$ cat config.mk
export PLATFORM = sky130hd
export DESIGN_NAME = tcw_front
export DESIGN_NICKNAME = d
export VERILOG_FILES = /design/src/rtl/tcw_pkg.sv /design/src/rtl/tcw_front.sv
export SDC_FILE = /design/constraint.sdc
export NUM_CORES = 1
export LEC_CHECK = 0
export CELL_PAD_IN_SITES_DETAIL_PLACEMENT = 2
export CELL_PAD_IN_SITES_GLOBAL_PLACEMENT = 2
export CORE_AREA = 2 2 39 41
export DETAILED_ROUTE_END_ITERATION = 6
export DIE_AREA = 0 0 41 43
export DONT_BUFFER_PORTS = 1
export PLACE_DENSITY_LB_ADDON = 0.15
export SYNTH_ARGS = -nofsm -noshare
export SYNTH_HDL_FRONTEND = slang
export SYNTH_SLANG_ARGS = --single-unit
$ cat constraint.sdc
create_clock -name vclk -period 1
set_input_delay 0.2 -clock vclk [all_inputs]
set_output_delay 0.2 -clock vclk [all_outputs]
set_load 0.01 [all_outputs]
$ cat src/rtl/tcw_pkg.sv
`default_nettype none
package tcw_pkg;

    localparam int COLUMNS_DEF = 80;
    localparam int ROWS_DEF    = 25;
    localparam int QUEUE_DEPTH = 2;

    localparam int IN_TDATA_W  = 24;
    localparam int OUT_TDATA_W = 32;

    localparam logic [7:0] RESET_COLOR  = 8'h07;
    localparam logic [7:0] NEWLINE_CODE = 8'h0a;
    localparam logic [7:0] SPACE_CODE   = 8'h20;

    localparam logic [1:0] CMD_PUT   = 2'd0;
    localparam logic [1:0] CMD_READ  = 2'd1;
    localparam logic [1:0] CMD_CLEAR = 2'd2;

    typedef enum logic [2:0] {
        OP_NOP,
        OP_PUT,
        OP_NEWLINE,
        OP_READ,
        OP_CLEAR
    } t_op_kind;

    typedef struct packed {
        t_op_kind   kind;
        logic [7:0] char_code;
        logic [4:0] read_row;
        logic [6:0] read_column;
    } t_op;

    typedef struct packed {
        logic init_busy;
        logic op_pop;
    } t_back_status;

endpackage
`default_nettype wire

$ cat src/rtl/tcw_front.sv
`default_nettype none
module tcw_front #(
    parameter int COLUMNS = tcw_pkg::COLUMNS_DEF,
    parameter int ROWS    = tcw_pkg::ROWS_DEF
) (
    input  wire                             i_tvalid,
    output logic                            o_tready,
    input  wire  [tcw_pkg::IN_TDATA_W-1:0]  i_tdata,
    input  wire                             i_init_busy,
    input  wire                             i_q_full,
    output logic                            o_push,
    output tcw_pkg::t_op                    o_op
);

    logic [1:0] cmd;
    logic       in_range;

    assign cmd      = i_tdata[1:0];
    assign in_range = (32'(i_tdata[14:10]) < 32'(ROWS)) && (32'(i_tdata[21:15]) < 32'(COLUMNS));

    always_comb begin
        o_op.char_code   = i_tdata[9:2];
        o_op.read_row    = i_tdata[14:10];
        o_op.read_column = i_tdata[21:15];
        unique case (cmd)
            tcw_pkg::CMD_PUT: begin
                o_op.kind = (i_tdata[9:2] == tcw_pkg::NEWLINE_CODE) ? tcw_pkg::OP_NEWLINE
                                                                   : tcw_pkg::OP_PUT;
            end
            tcw_pkg::CMD_READ: begin
                // reads off the screen give an empty cell
                o_op.kind = in_range ? tcw_pkg::OP_READ : tcw_pkg::OP_NOP;
            end
            tcw_pkg::CMD_CLEAR: begin
                o_op.kind = tcw_pkg::OP_CLEAR;
            end
            default: begin
                o_op.kind = tcw_pkg::OP_NOP;
            end
        endcase
    end

    assign o_tready = !i_q_full && !i_init_busy;
    assign o_push   = i_tvalid && o_tready;

endmodule
`default_nettype wire

==> metrics.json, run 1 <==
{
  "detail_route.vias_per_cell": 4.69,
  "gp_routability_congestion": 0.418,
  "worst_path_maximum_fanout": 2,
  "wire_length_of_the_first_global_routing_pass_um": 662,
  "floorplan.io_pins": 52,
  "netlist_instances": 32,
  "seq_cells": 0,
  "placement.cell_area_um2": 151,
  "hold_violations": 0,
  "globalRouteMet1Util_pct": 3.80,
  "synth.lib_cells_used.distinct": 12,
  "syn-cell-area_um2": 265,
  "static-leakage-power_nw": 0.0471,
  "cts.repair_timing.setup_buffer_count": 0,
  "fin_crit_ns": 1.04,
  "synthesized_area_per_cell_um2": 8.29,
  "fin_worst_hold_slack_ns": 0.400,
  "finish.net_count": 42,
  "grt_max_degree": 5,
  "synth.cells.most_frequent": "buf_4 (20), nand2_1 (2)",
  "vias": 136,
  "layout.cell_area.non_filler_um2": 171,
  "worst-endpoint-required_ns": 0.80,
  "hold_path_class": "in -> out",
  "main_combinational_cell_family_by_area_after_synthesis": "buffers and inverters",
  "placement.io_buffers": 0,
  "end_kind": "primary output",
  "synth-xor-area-share_pct": 0,
  "post_synth_main_area_contributors": "buf_4 (57%), nor4bb_4 (9.4%), nor4_4 (8.0%), o31ai_2 (4.7%), a211o_2 (3.8%)",
  "gr-usage-met2_pct": 10.0,
  "kind_of_launch_point_of_the_worst_setup_path": "input pin",
  "antenna_found_initial": 0,
  "post_route_cells_drive_above_1_share_pct": 53.8,
  "dpl_worst_slack_ns": -0.0877,
  "ir_worst_vdd_mv": 0.0340,
  "n_antenna_cell": 0,
  "cts_hold_buf": 0,
  "synthAdderAreaFrac_pct": 0,
  "worst_slew_margin_rel_pct": 85.0,
  "areaGrowthSynthToFinish_pct": -35.4,
  "grt_setup_unrepaired": "yes",
  "drtIter0Drc": 0,
  "complex_gate_fraction_of_the_synthesized_area_pct": 13.7,
  "setup_slack_ns": -0.0409,
  "rows": 14,
  "powerDensity_mw_per_mm2": 230,
  "tightest_slew_ns": 0.223,
  "synth_top_area_share_pct": 56.6,
  "yosys.area_share.simple_pct": 29.7,
  "residual_drc_count": 0,
  "worstPathArrival_ns": 0.84,
  "hold-path-cell-count": 0,
  "busiest_grt_layer": "met2",
  "drv_cap": 0,
  "drtAntennaViolNets": 0,
  "die_area_mm2": 0.00176,
  "initial_core_utilization_pct": 19.2,
  "synth_sequential_area_ratio_pct": 0,
  "path_class": "in -> out",
  "yosysMostFrequentCell": "buf_4",
  "drtPass1Iterations": 1,
  "mappedNetlistNets": 59,
  "finalSetupTns_ns": -0.0457,
  "synth_mux_area_share_pct": 0,
  "nFillCells": 166,
  "finalPower_mw": 0.0395,
  "die_width_um": 41,
  "setup_violations_final": 2,
  "core_region_area_mm2": 0.00138,
  "slew_violations": 0,
  "global_route.overflow_total": 0,
  "synth.largest_area_cell": "buf_4",
  "clockBufferCount": 0,
  "globalRouteMet3Util_pct": 1.57,
  "die-height_um": 43,
  "violations": "setup timing",
  "postRouteWirelength_um": 479,
  "grt_util_all_layers_pct": 4.90,
  "synthesis.yosys.warnings": 0,
  "detail_route.wl_per_cell_um": 16.5,
  "run_status": "complete, but fails checks",
  "portion_of_the_clock_cycle_consumed_by_the_worst_path_in_the_final_layout_pct": 104,
  "timing.fmax_mhz": 961,
  "area.sequential_um2": 0,
  "first_global_vias": 147
}
layout make-up:
| type | count | area (um2) | share of cell area (%) |
|---|---|---|---|
| Multi-Input combinational cell | 12 | 144 | 83.9 |
| Timing Repair Buffer | 1 | 7.51 | 4.38 |
| Tap cell | 16 | 20.0 | 11.7 |
per-layer routing:
metal  share of wire (%)  up-vias
met4                 1.0        0
met5                   0        -
met3                  22        2
li1                    -       52
met1                  21       57
met2                  56       25
through the flow:
| stage | instances | utilization, % |
|---|---|---|
| floorplan | 32 | - |
| global placement | 29 | 10.9 |
| detailed placement | 29 | 10.9 |
| CTS | 29 | 12.4 |
| global route | 29 | 12.4 |
| finish | 29 | 12.4 |
path summary, 6_finish.rpt:
check,start,to,slack [ns]
setup / recovery,i_tdata[2],o_op[21],-0.04
hold / removal,i_tdata[21],o_op[6],0.40
cell families after synthesis:
kind of cell | count (synthesis)
AO/OA/AOI/OAI | 4
buffers and inverters | 20
AND/OR/NAND/NOR | 8
where the power goes:
group / switching, mW / total [mW] / internal [mW]
clock: 0 / 0 / 0
sequential: 0 / 0 / 0
combinational: 0.0160 / 0.0395 / 0.0235
what timing repair did:
action                     in CTS  in global routing
gates resized for setup         3                  0
setup endpoints to repair       2                  2
pin swaps                       2                  1
critical path, stage by stage:
cell and delay (ns):
nor4bb_4 0.28, nand2_1 0.13, o31ai_4 0.23
layout by cell type, fill, tap and decap left out, drive strengths merged:
cell type / Yosys / final
o311ai: 1 / 1
nor4: 1 / 1
nand4b: 1 / 1
nor2: 1 / 1
a211o: 1 / 1
and2: 1 / 1
nor4bb: 1 / 1
o21ai: 1 / 1
o31ai: 1 / 1
buf: 20 / 1
nand2: 2 / 2
nor2b: 1 / 1
(Power assumes the default switching activity.)
==> run 2: changes to the inputs <==
==> constraint.sdc (replaced) <==
create_clock -name vclk -period 1.1
set_input_delay 0.22 -clock vclk [all_inputs]
set_output_delay 0.22 -clock vclk [all_outputs]
set_load 0.01 [all_outputs]
==> run 2 against run 1 <==
Net effect: the flow still finishes with violations (setup timing); power down 6.5%; wire length up 4.0%; sequential share of layout area unchanged; sequential cell count unchanged; combinational power down 6.6%; critical path type unchanged; highest routed layer unchanged.
==> metrics.json, run 2 (synthesis gave the netlist of run 1 again) <==
{
  "grt_max_degree": 5,
  "worst-endpoint-required_ns": 0.88,
  "worst_slew_margin_rel_pct": 85.1,
  "initial_core_utilization_pct": 19.2,
  "tightest_slew_ns": 0.222,
  "end_kind": "primary output",
  "grt_setup_unrepaired": "yes",
  "global_route.overflow_total": 0,
  "ir_worst_vdd_mv": 0.0276,
  "die_width_um": 41,
  "most_common_cell_after_layout_fill_and_taps_aside": "buf_4",
  "finish.net_count": 43,
  "rows": 14,
  "hold_violations": 0,
  "floorplan.io_pins": 52,
  "timing.fmax_mhz": 893,
  "crit_path_top_delay_cell": "a211o_2",
  "drtAntennaViolNets": 0,
  "path_class": "in -> out",
  "cpPeakStageDelay_ns": 0.33,
  "post_route_cells_drive_above_1_share_pct": 57.1,
  "wire_length_of_the_first_global_routing_pass_um": 600,
  "postRouteWirelength_um": 498,
  "gp_routability_congestion": 0.420,
  "violations": "setup timing",
  "numPlacedInstances": 29,
  "drtPass1Iterations": 1,
  "antenna_found_initial": 0,
  "cts_hold_buf": 0,
  "layoutNonFillerInstCount": 30,
  "residual_drc_count": 0,
  "areaGrowthSynthToFinish_pct": -32.5,
  "portion_of_the_clock_cycle_consumed_by_the_worst_path_in_the_final_layout_pct": 102,
  "die_area_mm2": 0.00176,
  "detail_route.wl_per_cell_um": 16.6,
  "critical_path.cell_chain": "nor4bb_4 -> buf_4 -> a211o_2 -> nand2_2",
  "placement.io_buffers": 0,
  "powerDensity_mw_per_mm2": 206,
  "drv_cap": 0,
  "setup_slack_ns": -0.0199,
  "fin_worst_hold_slack_ns": 0.440,
  "clockBufferCount": 0,
  "critical-path-top-delay-family": "compound AO/OA/AOI/OAI gates",
  "seq_cells": 0,
  "hold-path-cell-count": 0,
  "grt_util_all_layers_pct": 4.50,
  "critPathBufInv": 1,
  "hold_path_class": "in -> out",
  "nFillCells": 165,
  "vias": 140,
  "detail_route.vias_per_cell": 4.67,
  "kind_of_launch_point_of_the_worst_setup_path": "input pin",
  "first_global_vias": 120,
  "area.sequential_um2": 0,
  "worst_path_maximum_fanout": 2,
  "static-leakage-power_nw": 0.0525,
  "drtIter0Drc": 0,
  "core_region_area_mm2": 0.00138,
  "n_antenna_cell": 0,
  "setup_violations_final": 1,
  "slew_violations": 0,
  "cp_num_cells": 4,
  "run_status": "complete, but fails checks",
  "worstPathArrival_ns": 0.90,
  "fin_crit_ns": 1.12,
  "die-height_um": 43
}
==> run 2: timing repair <==
action,CTS,global route
endpoints found under the setup margin,2,2
pin swaps,0,2
setup buffers,0,1
resized for setup,2,3
==> run 2: final timing paths <==
path                   start  endpoint  slack [ns]
setup / recovery  i_tdata[5]  o_op[20]       -0.02
hold / removal    i_tdata[3]  o_op[13]        0.44
==> run 2: power by group <==
part	switching (mW)	total, mW	internal [mW]	leakage, nW
Combinational	0.0146	0.0369	0.0223	0.0525
Clock	0	0	0	0
Sequential	0	0	0	0
Total	0.0146	0.0369	0.0223	0.0525
==> run 2: stage by stage <==
stage | util, % | power [mW] | TNS, ns | area (um2) | setup WS (ns)
floorplan | - | 0.100 | 0 | 265 | 0.0434
global placement | 10.3 | 0.0306 | -0.0822 | 143 | -0.0547
detailed placement | 10.3 | 0.0312 | -0.128 | 143 | -0.0716
global route | 12.9 | 0.0408 | -0.134 | 179 | -0.0861
CTS | 10.9 | 0.0329 | -0.0576 | 151 | -0.0316
finish | 12.9 | 0.0369 | -0.0199 | 179 | -0.0199
==> run 2: metal layers <==
layer  GRT usage, %  part of all wire (%)  vias up
met5              0                     0        -
met4          0.667                   1.8        0
met3           1.57                    20        2
met2           9.69                    54       25
met1           3.16                    24       59
li1               -                     -       54
==> run 2: layout make-up <==
cell class	count	area [um2]	share of cell area [%]
well taps	16	20.0	11.2
repair buffers	2	15.0	8.39
multi-input cells	12	144	80.4
