<file path="src/rtl/tcw_pkg.sv">
`default_nettype none
package tcw_pkg;

    localparam int COLUMNS_DEF = 80;
    localparam int ROWS_DEF    = 25;
    localparam int QUEUE_DEPTH = 2;

    localparam int IN_TDATA_W  = 24;
    localparam int OUT_TDATA_W = 32;

    localparam logic [7:0] RESET_COLOR  = 8'h07;
    localparam logic [7:0] NEWLINE_CODE = 8'h0a;
    localparam logic [7:0] SPACE_CODE   = 8'h20;

    localparam logic [1:0] CMD_PUT   = 2'd0;
    localparam logic [1:0] CMD_READ  = 2'd1;
    localparam logic [1:0] CMD_CLEAR = 2'd2;

    typedef enum logic [2:0] {
        OP_NOP,
        OP_PUT,
        OP_NEWLINE,
        OP_READ,
        OP_CLEAR
    } t_op_kind;

    typedef struct packed {
        t_op_kind   kind;
        logic [7:0] char_code;
        logic [4:0] read_row;
        logic [6:0] read_column;
    } t_op;

    typedef struct packed {
        logic init_busy;
        logic op_pop;
    } t_back_status;

endpackage
`default_nettype wire

</file>
<file path="src/rtl/tcw_queue.sv">
`default_nettype none
module tcw_queue (
    input  wire          i_clk,
    input  wire          i_rst_n,
    input  wire          i_push,
    input  tcw_pkg::t_op i_op,
    output logic         o_full,
    input  wire          i_pop,
    output logic         o_valid,
    output tcw_pkg::t_op o_op
);

    localparam int PTR_W = $clog2(tcw_pkg::QUEUE_DEPTH);

    tcw_pkg::t_op   r_slot [tcw_pkg::QUEUE_DEPTH];
    logic [PTR_W-1:0] r_wr_ptr;
    logic [PTR_W-1:0] r_rd_ptr;
    logic [PTR_W:0]   r_count;

    always_ff @(posedge i_clk) begin
        if (!i_rst_n) begin
            r_wr_ptr <= '0;
            r_rd_ptr <= '0;
            r_count  <= '0;
        end else begin
            if (i_push) begin
                r_wr_ptr <= r_wr_ptr + PTR_W'(1);
            end
            if (i_pop) begin
                r_rd_ptr <= r_rd_ptr + PTR_W'(1);
            end
            if (i_push && !i_pop) begin
                r_count <= r_count + (PTR_W+1)'(1);
            end else if (i_pop && !i_push) begin
                r_count <= r_count - (PTR_W+1)'(1);
            end
        end
    end

    always_ff @(posedge i_clk) begin
        if (i_push) begin
            r_slot[r_wr_ptr] <= i_op;
        end
    end

    assign o_full  = (r_count == (PTR_W+1)'(tcw_pkg::QUEUE_DEPTH));
    assign o_valid = (r_count != '0);
    assign o_op    = r_slot[r_rd_ptr];

endmodule
`default_nettype wire

</file>
<file path="config.mk">
export PLATFORM = sky130hd
export DESIGN_NAME = tcw_queue
export DESIGN_NICKNAME = d
export VERILOG_FILES = /design/src/rtl/tcw_pkg.sv /design/src/rtl/tcw_queue.sv
export SDC_FILE = /design/constraint.sdc
export NUM_CORES = 1
export LEC_CHECK = 0
export BUFFER_PORTS_ARGS = -buffer_cell sky130_fd_sc_hd__clkbuf_2
export CORE_ASPECT_RATIO = 0.8
export CORE_UTILIZATION = 40
export DETAILED_ROUTE_END_ITERATION = 8
export PLACE_DENSITY = 0.73
export SLEW_MARGIN = 20
export SYNTH_ARGS = -nofsm -noshare
export SYNTH_HDL_FRONTEND = slang
export SYNTH_SLANG_ARGS = --single-unit
</file>
<file path="constraint.sdc">
create_clock -name i_clk -period 3.6 [get_ports i_clk]
set_clock_uncertainty 0.2 [all_clocks]
set_input_delay 0.36 -clock i_clk [delete_from_list [all_inputs] [get_ports i_clk]]
set_output_delay 0.36 -clock i_clk [all_outputs]
set_load 0.05 [all_outputs]
</file>
==> results by group, run 1 <==
Outcome
  • Status: finished clean

Critical path
  • CP Buf/Inv Count: 1
  • Crit path cell chain: mux2_2 -> clkbuf_2
  • Crit-path max cell delay: 990 ps
  • Worst path top cell family by delay: flip-flops
  • CP Max Fanout: 23
  • Critical path capture point type: primary output
  • Crit-path slowest cell: dfxtp_1
  • Setup crit start kind: flip-flop
  • CP arrival: 1950 ps
  • Required time worst endpoint: 3040 ps
  • CP Class: flip-flop to primary output

Clock tree
  • Hold Buf Count CTS: 0
  • CTS tree: built
  • Worst-path clk slew: 80 ps
  • PostCTS Resize Cnt: 0
  • Deepest clock path buffer count: 2
  • H-tree Lvls: 2
  • Sink Count: 51
  • Clk_lat worst skew: 290 ps
  • Postcts setup bufs: 0
  • Clk root buf: clkbuf_8
  • CTS buffer count: 5

Yosys
  • Post-synthesis cell area: 1880 um2
  • Seq/Total Area, Yosys: 78.9%
  • Syn. warnings: 0
  • Mapped Nets: 121
  • #FFs+latches synth: 51
  • Cell accounting for the most synthesized area: edfxtp_1
  • Synth top area share: 73.6%
  • Synth top area cells: edfxtp_1 (74%), mux2_2 (14%), dfxtp_1 (5.3%)
  • Synthesized area per cell: 20.2 um2
  • Cells after synthesis: 93
  • Synth cell types: 16

Cells and area
  • Fillers: 385
  • Register area: 1480 um2
  • Area occupied by multi-input gates: 384 um2
  • Nets: 177
  • Area Overhead vs Synth: 21.3%
  • Layout cells sized above 1: 55.3%
  • Final instance area: 2280 um2
  • Final Util: 52.5%
  • Diode count: 0

Power
  • Sw Ratio: 27.8%
  • Sequential power share: 57.2%
  • Clock share of power: 24.6%
  • Cell-internal power: 0.000887 W
  • Switching power: 0.000341 W
  • VDD IR max: 0.297 mV
  • Pwr dens: 539 nW/um2
  • Comb power frac: 18.2%
  • Pleak: 0.879 nW

GRT
  • Vias in the first global route: 1017
  • Grt total ovfl: 0
  • Largest net degree at the start of global routing: 25
  • GRT Total Usage: 13.0%
  • Initial antenna violation count: 0
  • Global-route wire length before repair: 4.64 mm

Timing
  • Final worst slack: 1090 ps
  • Worst slew pin tran: 1050 ps
  • Final Cycle Share: 69.7%
  • Max Clk Rate: 398 MHz
  • Tmin final: 2510 ps
  • Setup TNS Final: 0 ps
  • Pins over their slew limit: 0
  • Endpoints failing hold: 0
  • Setup Viol. Count Final: 0
  • RSZ-0062 raised after global routing: false
  • Worst rel slew slack: 30.3%

Placed design
  • Final HPWL DP: 2.11 mm
  • DP Area: 2200 um2
  • IO buf count: 51
  • Gpl congestion: 0.669
  • Setup slack at placement: 1380 ps

Drt
  • Vias per inst: 4.71
  • Pre-antenna DRT Iters: 4
  • Routed Antenna Nets: 0
  • Via count: 975
  • Final WL: 2.98 mm
  • # DRC: 0
  • Drt wl/cell: 14.4 um
  • Initial DRC Count: 41

Floorplanning
  • Initial core utilization: 43.3%
  • Rows: 21
  • Die Span X: 78.6 um
  • Die Area: 4970 um2
  • Io pins: 52
  • Chip Height: 63.3 um
  • Core Region: 4340 um2

Job
  • MaxCap Viol Count: 0

Hold path
  • HP Class: input port to flip-flop
-- cell usage after synthesis --
master,number
a21boi_1,1
ha_1,1
mux2_2,23
dfxtp_1,5
o21ai_0,1
o21a_1,1
xnor2_1,1
or3_1,1
xor2_1,2
or2_2,1
and2_1,4
inv_1,1
and2b_2,1
buf_4,2
edfxtp_1,46
nor2b_1,2
-- sequential cells by signal, indices dropped and copies added (netlist names), named ones only --
| name | count |
|---|---|
| r_slot | 46 |
| r_count | 2 |
| r_rd_ptr | 1 |
| r_wr_ptr | 1 |
-- cells in the final DEF, fill, tap and decap left out, types with 2 or more instances in the layout --
cell / count
and2_1: 4
mux2_2: 23
edfxtp_1: 46
clkbuf_1: 2
dfxtp_1: 5
xor2_1: 2
clkbuf_8: 5
clkbuf_2: 51
-- final cells by class --
class	instances	area share, %
Sequential cell	51	65.1
Multi-Input combinational cell	39	16.9
Timing Repair Buffer	51	11.2
Clock buffer	7	3.35
Tap cell	57	3.13
Clock inverter	1	0.220
Inverter	1	0.165
-- worst paths after layout --
check,slack [ps],depth (start not counted),to,startpoint
max,1090,2,o_op[4],flip-flop
min,60,1,r_slot[0][12]$_DFFE_PP_,i_op[12]
max reg2reg,1800,1,r_slot[1][11]$_DFFE_PP_,r_wr_ptr$_SDFFE_PN0P_
min reg2reg,310,2,r_count[1]$_SDFFE_PN0P_,r_count[1]$_SDFFE_PN0P_
-- cell families after synthesis --
family,synth area share [%]
AND/OR/NAND/NOR,3.13
multiplexers,13.8
flip-flops,78.9
buffers and inverters,1.00
XOR/XNOR,1.40
AO/OA/AOI/OAI,1.07
adder cells (fa/ha/maj),0.667
-- metal layers --
layer / global-route usage, % / vias up / share of wire (%)
li1: - / 465 / -
met1: 14.8 / 470 / 41
met2: 22.1 / 33 / 52
met3: 4.06 / 7 / 5.4
met4: 6.25 / 0 / 1.7
met5: 0 / - / 0
-- metrics by stage --
step,instances,hold slack [ps],power (W)
2_1_floorplan,93,259,0.000883
3_3_place_gp,199,272,0.000934
3_5_place_dp,199,299,0.000941
4_1_cts,207,46.1,0.00124
5_1_grt,207,36.1,0.00128
6_report,207,55.3,0.00123
-- power groups by stage --
| stage | clock (W) | sequential (W) | combinational [W] |
|---|---|---|---|
| 3_5_place_dp | 0 | 0.000716 | 0.000225 |
| 6_report | 0.000303 | 0.000702 | 0.000223 |
| 2_1_floorplan | 0 | 0.000703 | 0.000180 |
| 5_1_grt | 0.000337 | 0.000706 | 0.000236 |
| 3_3_place_gp | 0 | 0.000713 | 0.000221 |
| 4_1_cts | 0.000310 | 0.000703 | 0.000226 |
No activity file was read; power rests on OpenSTA's default activity.
==> run 2, diff against run 1 <==
--- a/config.mk
+++ b/config.mk
@@ -5,11 +5,12 @@
 export SDC_FILE = /design/constraint.sdc
 export NUM_CORES = 1
 export LEC_CHECK = 0
+export ABC_AREA = 1
 export BUFFER_PORTS_ARGS = -buffer_cell sky130_fd_sc_hd__clkbuf_2
 export CORE_ASPECT_RATIO = 0.8
 export CORE_UTILIZATION = 40
 export DETAILED_ROUTE_END_ITERATION = 8
-export PLACE_DENSITY = 0.73
+export PLACE_DENSITY = 0.75
 export SLEW_MARGIN = 20
 export SYNTH_ARGS = -nofsm -noshare
 export SYNTH_HDL_FRONTEND = slang
==> constraint.sdc (replaced) <==
create_clock -name i_clk -period 2.2 [get_ports i_clk]
set_clock_uncertainty 0.2 [all_clocks]
set_input_delay 0.22 -clock i_clk [delete_from_list [all_inputs] [get_ports i_clk]]
set_output_delay 0.22 -clock i_clk [all_outputs]
set_load 0.05 [all_outputs]
==> results by group, run 2 <==
Clock tree
  • CTS buffer count: 5 (unchanged)
  • Postcts setup bufs: 0 (unchanged)
  • Clk_lat worst skew: 290 ps (about the same)
  • H-tree Lvls: 2 (unchanged)
  • Sink Count: 51 (unchanged)
  • Clk root buf: clkbuf_8
  • Worst-path clk slew: 80 ps (about the same)
  • CTS tree: built
  • Deepest clock path buffer count: 2 (unchanged)
  • PostCTS Resize Cnt: 0 (unchanged)

Yosys
  • Count leader, synth: edfxtp_1
  • #FFs+latches synth: 51 (unchanged)
  • FFs w/ async S/R, synth: 0% (unchanged)
  • Cell accounting for the most synthesized area: edfxtp_1
  • Synth top area cells: edfxtp_1 (73%), mux2_2 (14%), dfxtp_1 (5.3%)
  • Seq/Total Area, Yosys: 78.4% (-0.57 points)
  • Syn. warnings: 0 (unchanged)
  • Synth top area share: 73.1% (-0.54 points)
  • Number of enable flip-flop cells after synthesis: 46 (unchanged)
  • Top_reg_cell synth: edfxtp_1
  • Top post-synthesis cells by count: edfxtp_1 (46), mux2_2 (23), nand2_1 (9)
  • Post-synthesis cell area: 1890 um2 (+0.73%)
  • Synthesized area per cell: 17.8 um2 (-12%)
  • Synth cell types: 12 (-4)
  • Mapped Nets: 134 (+11%)
  • Cells after synthesis: 106 (+14%)

Timing
  • Pins over their slew limit: 0 (unchanged)
  • Max Clk Rate: 489 MHz
  • RSZ-0062 raised after global routing: false
  • Worst rel slew slack: 80.6% (+50 points)
  • Worst hold margin: 27.7 ps (-27.6 ps)
  • Endpoints failing hold: 0 (unchanged)
  • Setup TNS Final: 0 ps (unchanged)
  • Worst slew pin tran: 292 ps (-754 ps)
  • Final Cycle Share: 93.0%
  • Setup Viol. Count Final: 0 (unchanged)
  • Tmin final: 2050 ps

Power
  • Pwr dens: 773 nW/um2 (+43%)
  • Pleak: 1.04 nW (+18%)
  • VDD IR max: 0.367 mV (+23%)

Placed design
  • IO buf count: 51 (unchanged)
  • Gpl congestion: 0.720 (+7.6%)
  • Post-Place Cells: 217 (+9.0%)
  • Final HPWL DP: 2.27 mm (+7.8%)

Cells and area
  • Nets: 220 (+24%)
  • Layout cells sized above 1: 44.8% (-11 points)
  • Diode count: 0 (unchanged)
  • Commonest cells after routing, fill and taps aside: clkbuf_2 (51), edfxtp_1 (46), dlygate4sd3_1 (25)
  • Post-Layout Cell Count: 249 (+20%)
  • Fillers: 367 (-4.7%)
  • Largest registers: r_slot (46), r_count (2)
  • Most flop-heavy register: r_slot
  • Area Overhead vs Synth: 35.5%
  • Commonest non-fill, non-tap cell in the layout: clkbuf_2
  • Max reg flops: 46 (unchanged)

Floorplanning
  • Rows: 21 (unchanged)
  • Die Area: 5010 um2 (+0.71%)
  • Chip Height: 63.5 um (+0.36%)
  • Die Span X: 78.9 um (+0.36%)
  • Initial core utilization: 43.3% (+0.055 points)
  • Core Region: 4360 um2 (+0.61%)
  • Io pins: 52 (unchanged)

GRT
  • Vias in the first global route: 1233 (+21%)
  • GRT Total Usage: 14.2% (+1.2 points)
  • Global-route wire length before repair: 5.20 mm (+12%)
  • GRT Max-Usage Layer: met2
  • Met2 usage: 26.0% (+3.9 points)
  • Grt total ovfl: 0 (unchanged)
  • GRT met3 Usage: 3.77% (-0.29 points)
  • Met1 usage: 14.3% (-0.47 points)
  • Largest net degree at the start of global routing: 21 (-16%)
  • Initial antenna violation count: 0 (unchanged)

Critical path
  • Setup crit start kind: flip-flop
  • CP Class: flip-flop to primary output
  • CP arrival: 1630 ps (-320 ps)
  • CP Max Fanout: 20 (-13%)
  • Required time worst endpoint: 1780 ps (-1260 ps)
  • Critical path capture point type: primary output

Drt
  • Final WL: 3.24 mm (+8.4%)
  • Initial DRC Count: 41 (unchanged)
  • Vias per inst: 4.50 (-4.4%)
  • Routed Antenna Nets: 0 (unchanged)
  • Via count: 1121 (+15%)
  • # DRC: 0 (unchanged)
  • Pre-antenna DRT Iters: 4 (unchanged)
  • Drt wl/cell: 13.0 um (-9.8%)

Hold path
  • HP Class: input port to flip-flop

Outcome
  • Status: finished clean

Job
  • MaxCap Viol Count: 0 (unchanged)
## run 2: cell count changes after synthesis, moves of 2 or more
cell	change
buf_4	-2
nor2_1	+8
inv_1	+7
nand2_1	+9
and2_1	-4
nor2b_1	-2
xor2_1	-2
buf_6	+2
## run 2: logic make-up after synthesis
kind of cell	after synthesis	share of synthesized area [%]
adders and majority gates	1	0.662
muxes	23	13.7
AOI/OAI and AO/OA	2	0.529
and+or+nand+nor	19	3.97
buffers and inverters	10	2.78
DFF	51	78.4
## run 2: layout make-up
class / instances / area, um2 / area share (%)
timing repair buffer: 81 / 543 / 21.2
tap: 57 / 71.3 / 2.78
sequential: 51 / 1480 / 57.8
multi-input combinational: 45 / 359 / 14.0
clock inverter: 2 / 8.76 / 0.342
clock buffer: 5 / 68.8 / 2.69
inverter: 8 / 30.0 / 1.17
## run 2: per-layer routing
layer,wire (um),part of all wire (%),vias up
li1,-,-,556
met1,1280,40,523
met2,1710,53,36
met3,174,5.4,6
met4,70,2.2,0
met5,0,0,-
## run 2: power by group
part           internal (W)  total [W]  switching (W)
Clock              0.000212   0.000472       0.000260
Combinational      0.000128   0.000379       0.000251
Sequential          0.00111    0.00113      0.0000155
Total               0.00145    0.00198       0.000527
## run 2: critical path, cell delays in order (launching register included)
cell and delay (ps):
dfxtp_1 410, buf_4 300, mux2_2 380, clkbuf_2 240
## run 2: worst paths after layout
kind                         start                       to  slack (ps)  cells after the start
max                      flip-flop                  o_op[5]         150                      3
min                         i_push    r_wr_ptr$_SDFFE_PN0P_          30                      3
min reg2reg  r_rd_ptr$_SDFFE_PN0P_    r_rd_ptr$_SDFFE_PN0P_         300                      2
max reg2reg  r_wr_ptr$_SDFFE_PN0P_  r_slot[1][16]$_DFFE_PP_         950                      3
## run 2: stage by stage
stage | power, W | util (%) | setup WS [ps] | instance area [um2]
floorplan | 0.00141 | - | 291 | 1890
global placement | 0.00149 | 51.2 | 504 | 2230
detailed placement | 0.00150 | 51.2 | 463 | 2230
CTS | 0.00201 | 58.7 | 129 | 2560
global route | 0.00206 | 58.7 | 103 | 2560
finish | 0.00198 | 58.7 | 154 | 2560
## run 2: what timing repair did
action | 4_1_cts | 5_1_grt
hold endpoints to repair | 51 | 0
hold buffers | 25 | 0
setup endpoints to repair | 0 | 0
==> run 3, diff against run 2 <==
--- a/config.mk
+++ b/config.mk
@@ -8,9 +8,9 @@
 export ABC_AREA = 1
 export BUFFER_PORTS_ARGS = -buffer_cell sky130_fd_sc_hd__clkbuf_2
 export CORE_ASPECT_RATIO = 0.8
-export CORE_UTILIZATION = 40
+export CORE_UTILIZATION = 38
 export DETAILED_ROUTE_END_ITERATION = 8
-export PLACE_DENSITY = 0.75
+export PLACE_DENSITY = 0.72
 export SLEW_MARGIN = 20
 export SYNTH_ARGS = -nofsm -noshare
 export SYNTH_HDL_FRONTEND = slang
==> results by group, run 3 (synthesis results as in run 2) <==
Floorplanning
  • Chip Height: 65.1 um (+2.5%)
  • Core Region: 4680 um2 (+7.3%)
  • Die Area: 5260 um2 (+5.1%)
  • Initial core utilization: 40.4% (-2.9 points)
  • Rows: 22 (+4.8%)
  • Die Span X: 80.9 um (+2.5%)
  • Io pins: 52 (unchanged)

Clock tree
  • PostCTS Resize Cnt: 0 (unchanged)
  • Clk root buf: clkbuf_8
  • CTS tree: built
  • Sink Count: 51 (unchanged)
  • Clk_lat worst skew: 290 ps (about the same)
  • H-tree Lvls: 2 (unchanged)
  • Deepest clock path buffer count: 2 (unchanged)
  • Worst-path clk slew: 90 ps (about the same)
  • CTS buffer count: 5 (unchanged)

Power
  • Total Power: 0.00213 W (+7.5%)
  • VDD IR max: 0.475 mV (+29%)
  • Pleak: 1.05 nW (+1.2%)
  • Pwr dens: 821 nW/um2 (+6.3%)

Critical path
  • CP Max Fanout: 15 (-25%)
  • Required time worst endpoint: 1780 ps (about the same)
  • CP Class: flip-flop to primary output
  • CP arrival: 1450 ps (-180 ps)
  • Critical path endpoint: o_op[1]
  • FF-to-FF setup slack: 660 ps (-290 ps)
  • Critical path capture point type: primary output
  • Setup crit start kind: flip-flop
  • FF-to-FF Start: r_wr_ptr$_SDFFE_PN0P_
  • RR Endpoint: r_slot[1][9]$_DFFE_PP_
  • Cells on worst reg2reg path: 3 (unchanged)

GRT
  • GRT Total Usage: 13.2% (-1.0 points)
  • Initial antenna violation count: 0 (unchanged)
  • Grt total ovfl: 0 (unchanged)
  • Vias in the first global route: 1184 (-4.0%)
  • Global-route wire length before repair: 5.11 mm (-1.7%)
  • Largest net degree at the start of global routing: 17 (-19%)

Placed design
  • DP Area: 2240 um2 (+0.17%)
  • IO buf count: 51 (unchanged)
  • Final HPWL DP: 2.19 mm (-3.7%)
  • Gpl congestion: 0.628 (-13%)

Cells and area
  • Largest registers: r_slot (46), r_count (2)
  • Most flop-heavy register: r_slot
  • Max reg flops: 46 (unchanged)
  • Area Overhead vs Synth: 37.1%
  • Final instance area: 2590 um2 (+1.1%)
  • Commonest cells after routing, fill and taps aside: clkbuf_2 (51), edfxtp_1 (46), dlygate4sd3_1 (24)
  • Layout cells sized above 1: 45.8% (+1.0 points)
  • Diode count: 0 (unchanged)
  • Commonest non-fill, non-tap cell in the layout: clkbuf_2
  • Nets: 219 (-0.45%)

Timing
  • RSZ-0062 raised after global routing: false
  • Pins over their slew limit: 0 (unchanged)
  • Setup TNS Final: 0 ps (unchanged)
  • Tmin final: 1870 ps (-172 ps)
  • Max Clk Rate: 534 MHz (+9.2%)
  • Endpoints failing hold: 0 (unchanged)
  • Setup Viol. Count Final: 0 (unchanged)
  • Final Cycle Share: 85.2% (-7.8 points)
  • Worst rel slew slack: 76.5% (-4.1 points)
  • Worst slew pin tran: 352 ps (+59.6 ps)

Drt
  • Pre-antenna DRT Iters: 4 (unchanged)
  • Initial DRC Count: 8 (-80%)
  • Highest Signal Layer: met3
  • # DRC: 0 (unchanged)
  • Drt wl/cell: 12.6 um (-3.3%)
  • Vias per inst: 4.42 (-1.8%)
  • Routed Antenna Nets: 0 (unchanged)
  • Via count: 1114 (-0.62%)
  • DRT met1 WL: 1.37 mm (+6.9%)
  • DR WL met3: 178 um (+2.3%)
  • Metal2 WL: 1.62 mm (-5.4%)
  • Final WL: 3.17 mm (-2.1%)

Outcome
  • Status: finished clean

Hold path
  • HP Class: input port to flip-flop

Job
  • MaxCap Viol Count: 0 (unchanged)
## run 3: per-layer routing
metal	global-route usage, %	vias up
met5	0	-
met4	3.35	0
met3	3.89	0
met2	23.3	37
met1	15.7	523
li1	-	554
## run 3: how the worst min path moves through the flow
stage                        start                       to  slack (ps)  cells past startpoint
after global placement     i_op[6]   r_slot[1][6]$_DFFE_PP_         210                      1
after floorplan            i_op[0]   r_slot[0][0]$_DFFE_PP_         120                      0
after detailed placement  i_op[16]  r_slot[1][16]$_DFFE_PP_         220                      1
final                       i_push    r_wr_ptr$_SDFFE_PN0P_          20                      3
after CTS                   i_push    r_wr_ptr$_SDFFE_PN0P_          10                      3
after global routing        i_push    r_wr_ptr$_SDFFE_PN0P_          30                      3
## run 3: final cells by class
class | count | area (um2)
flip-flops and latches | 51 | 1480
repair buffers | 80 | 533
fillers | 396 | 2090
inverters | 8 | 30.0
clock buffers | 5 | 68.8
well taps | 60 | 75.1
clock inverters | 3 | 43.8
multi-input cells | 45 | 359
## run 3: critical path: stages, from the launching register on
cell and delay [ps]:
dfxtp_1 330, buf_4 230, mux2_2 360, clkbuf_2 240
## run 3: repair_timing
item / in CTS / in global routing
hold endpoints to repair: 49 / 0
hold buffers: 24 / 0
buffers inserted: 0 / 0
## run 3: through the flow
stage | setup slack [ps] | util [%] | hold slack [ps] | cells
after global placement | 645 | 47.8 | 209 | 220
final | 326 | 55.4 | 19.4 | 252
after CTS | 300 | 55.4 | 9.51 | 252
after floorplan | 291 | - | 119 | 106
after global routing | 236 | 55.4 | 26.2 | 252
after detailed placement | 641 | 47.8 | 216 | 220
## run 3: report_power, final
group,leakage (nW),internal (W),switching [W]
clock network,0.0581,0.000338,0.000284
registers,0.473,0.00111,0.0000145
logic,0.520,0.000127,0.000250
total,1.05,0.00158,0.000548
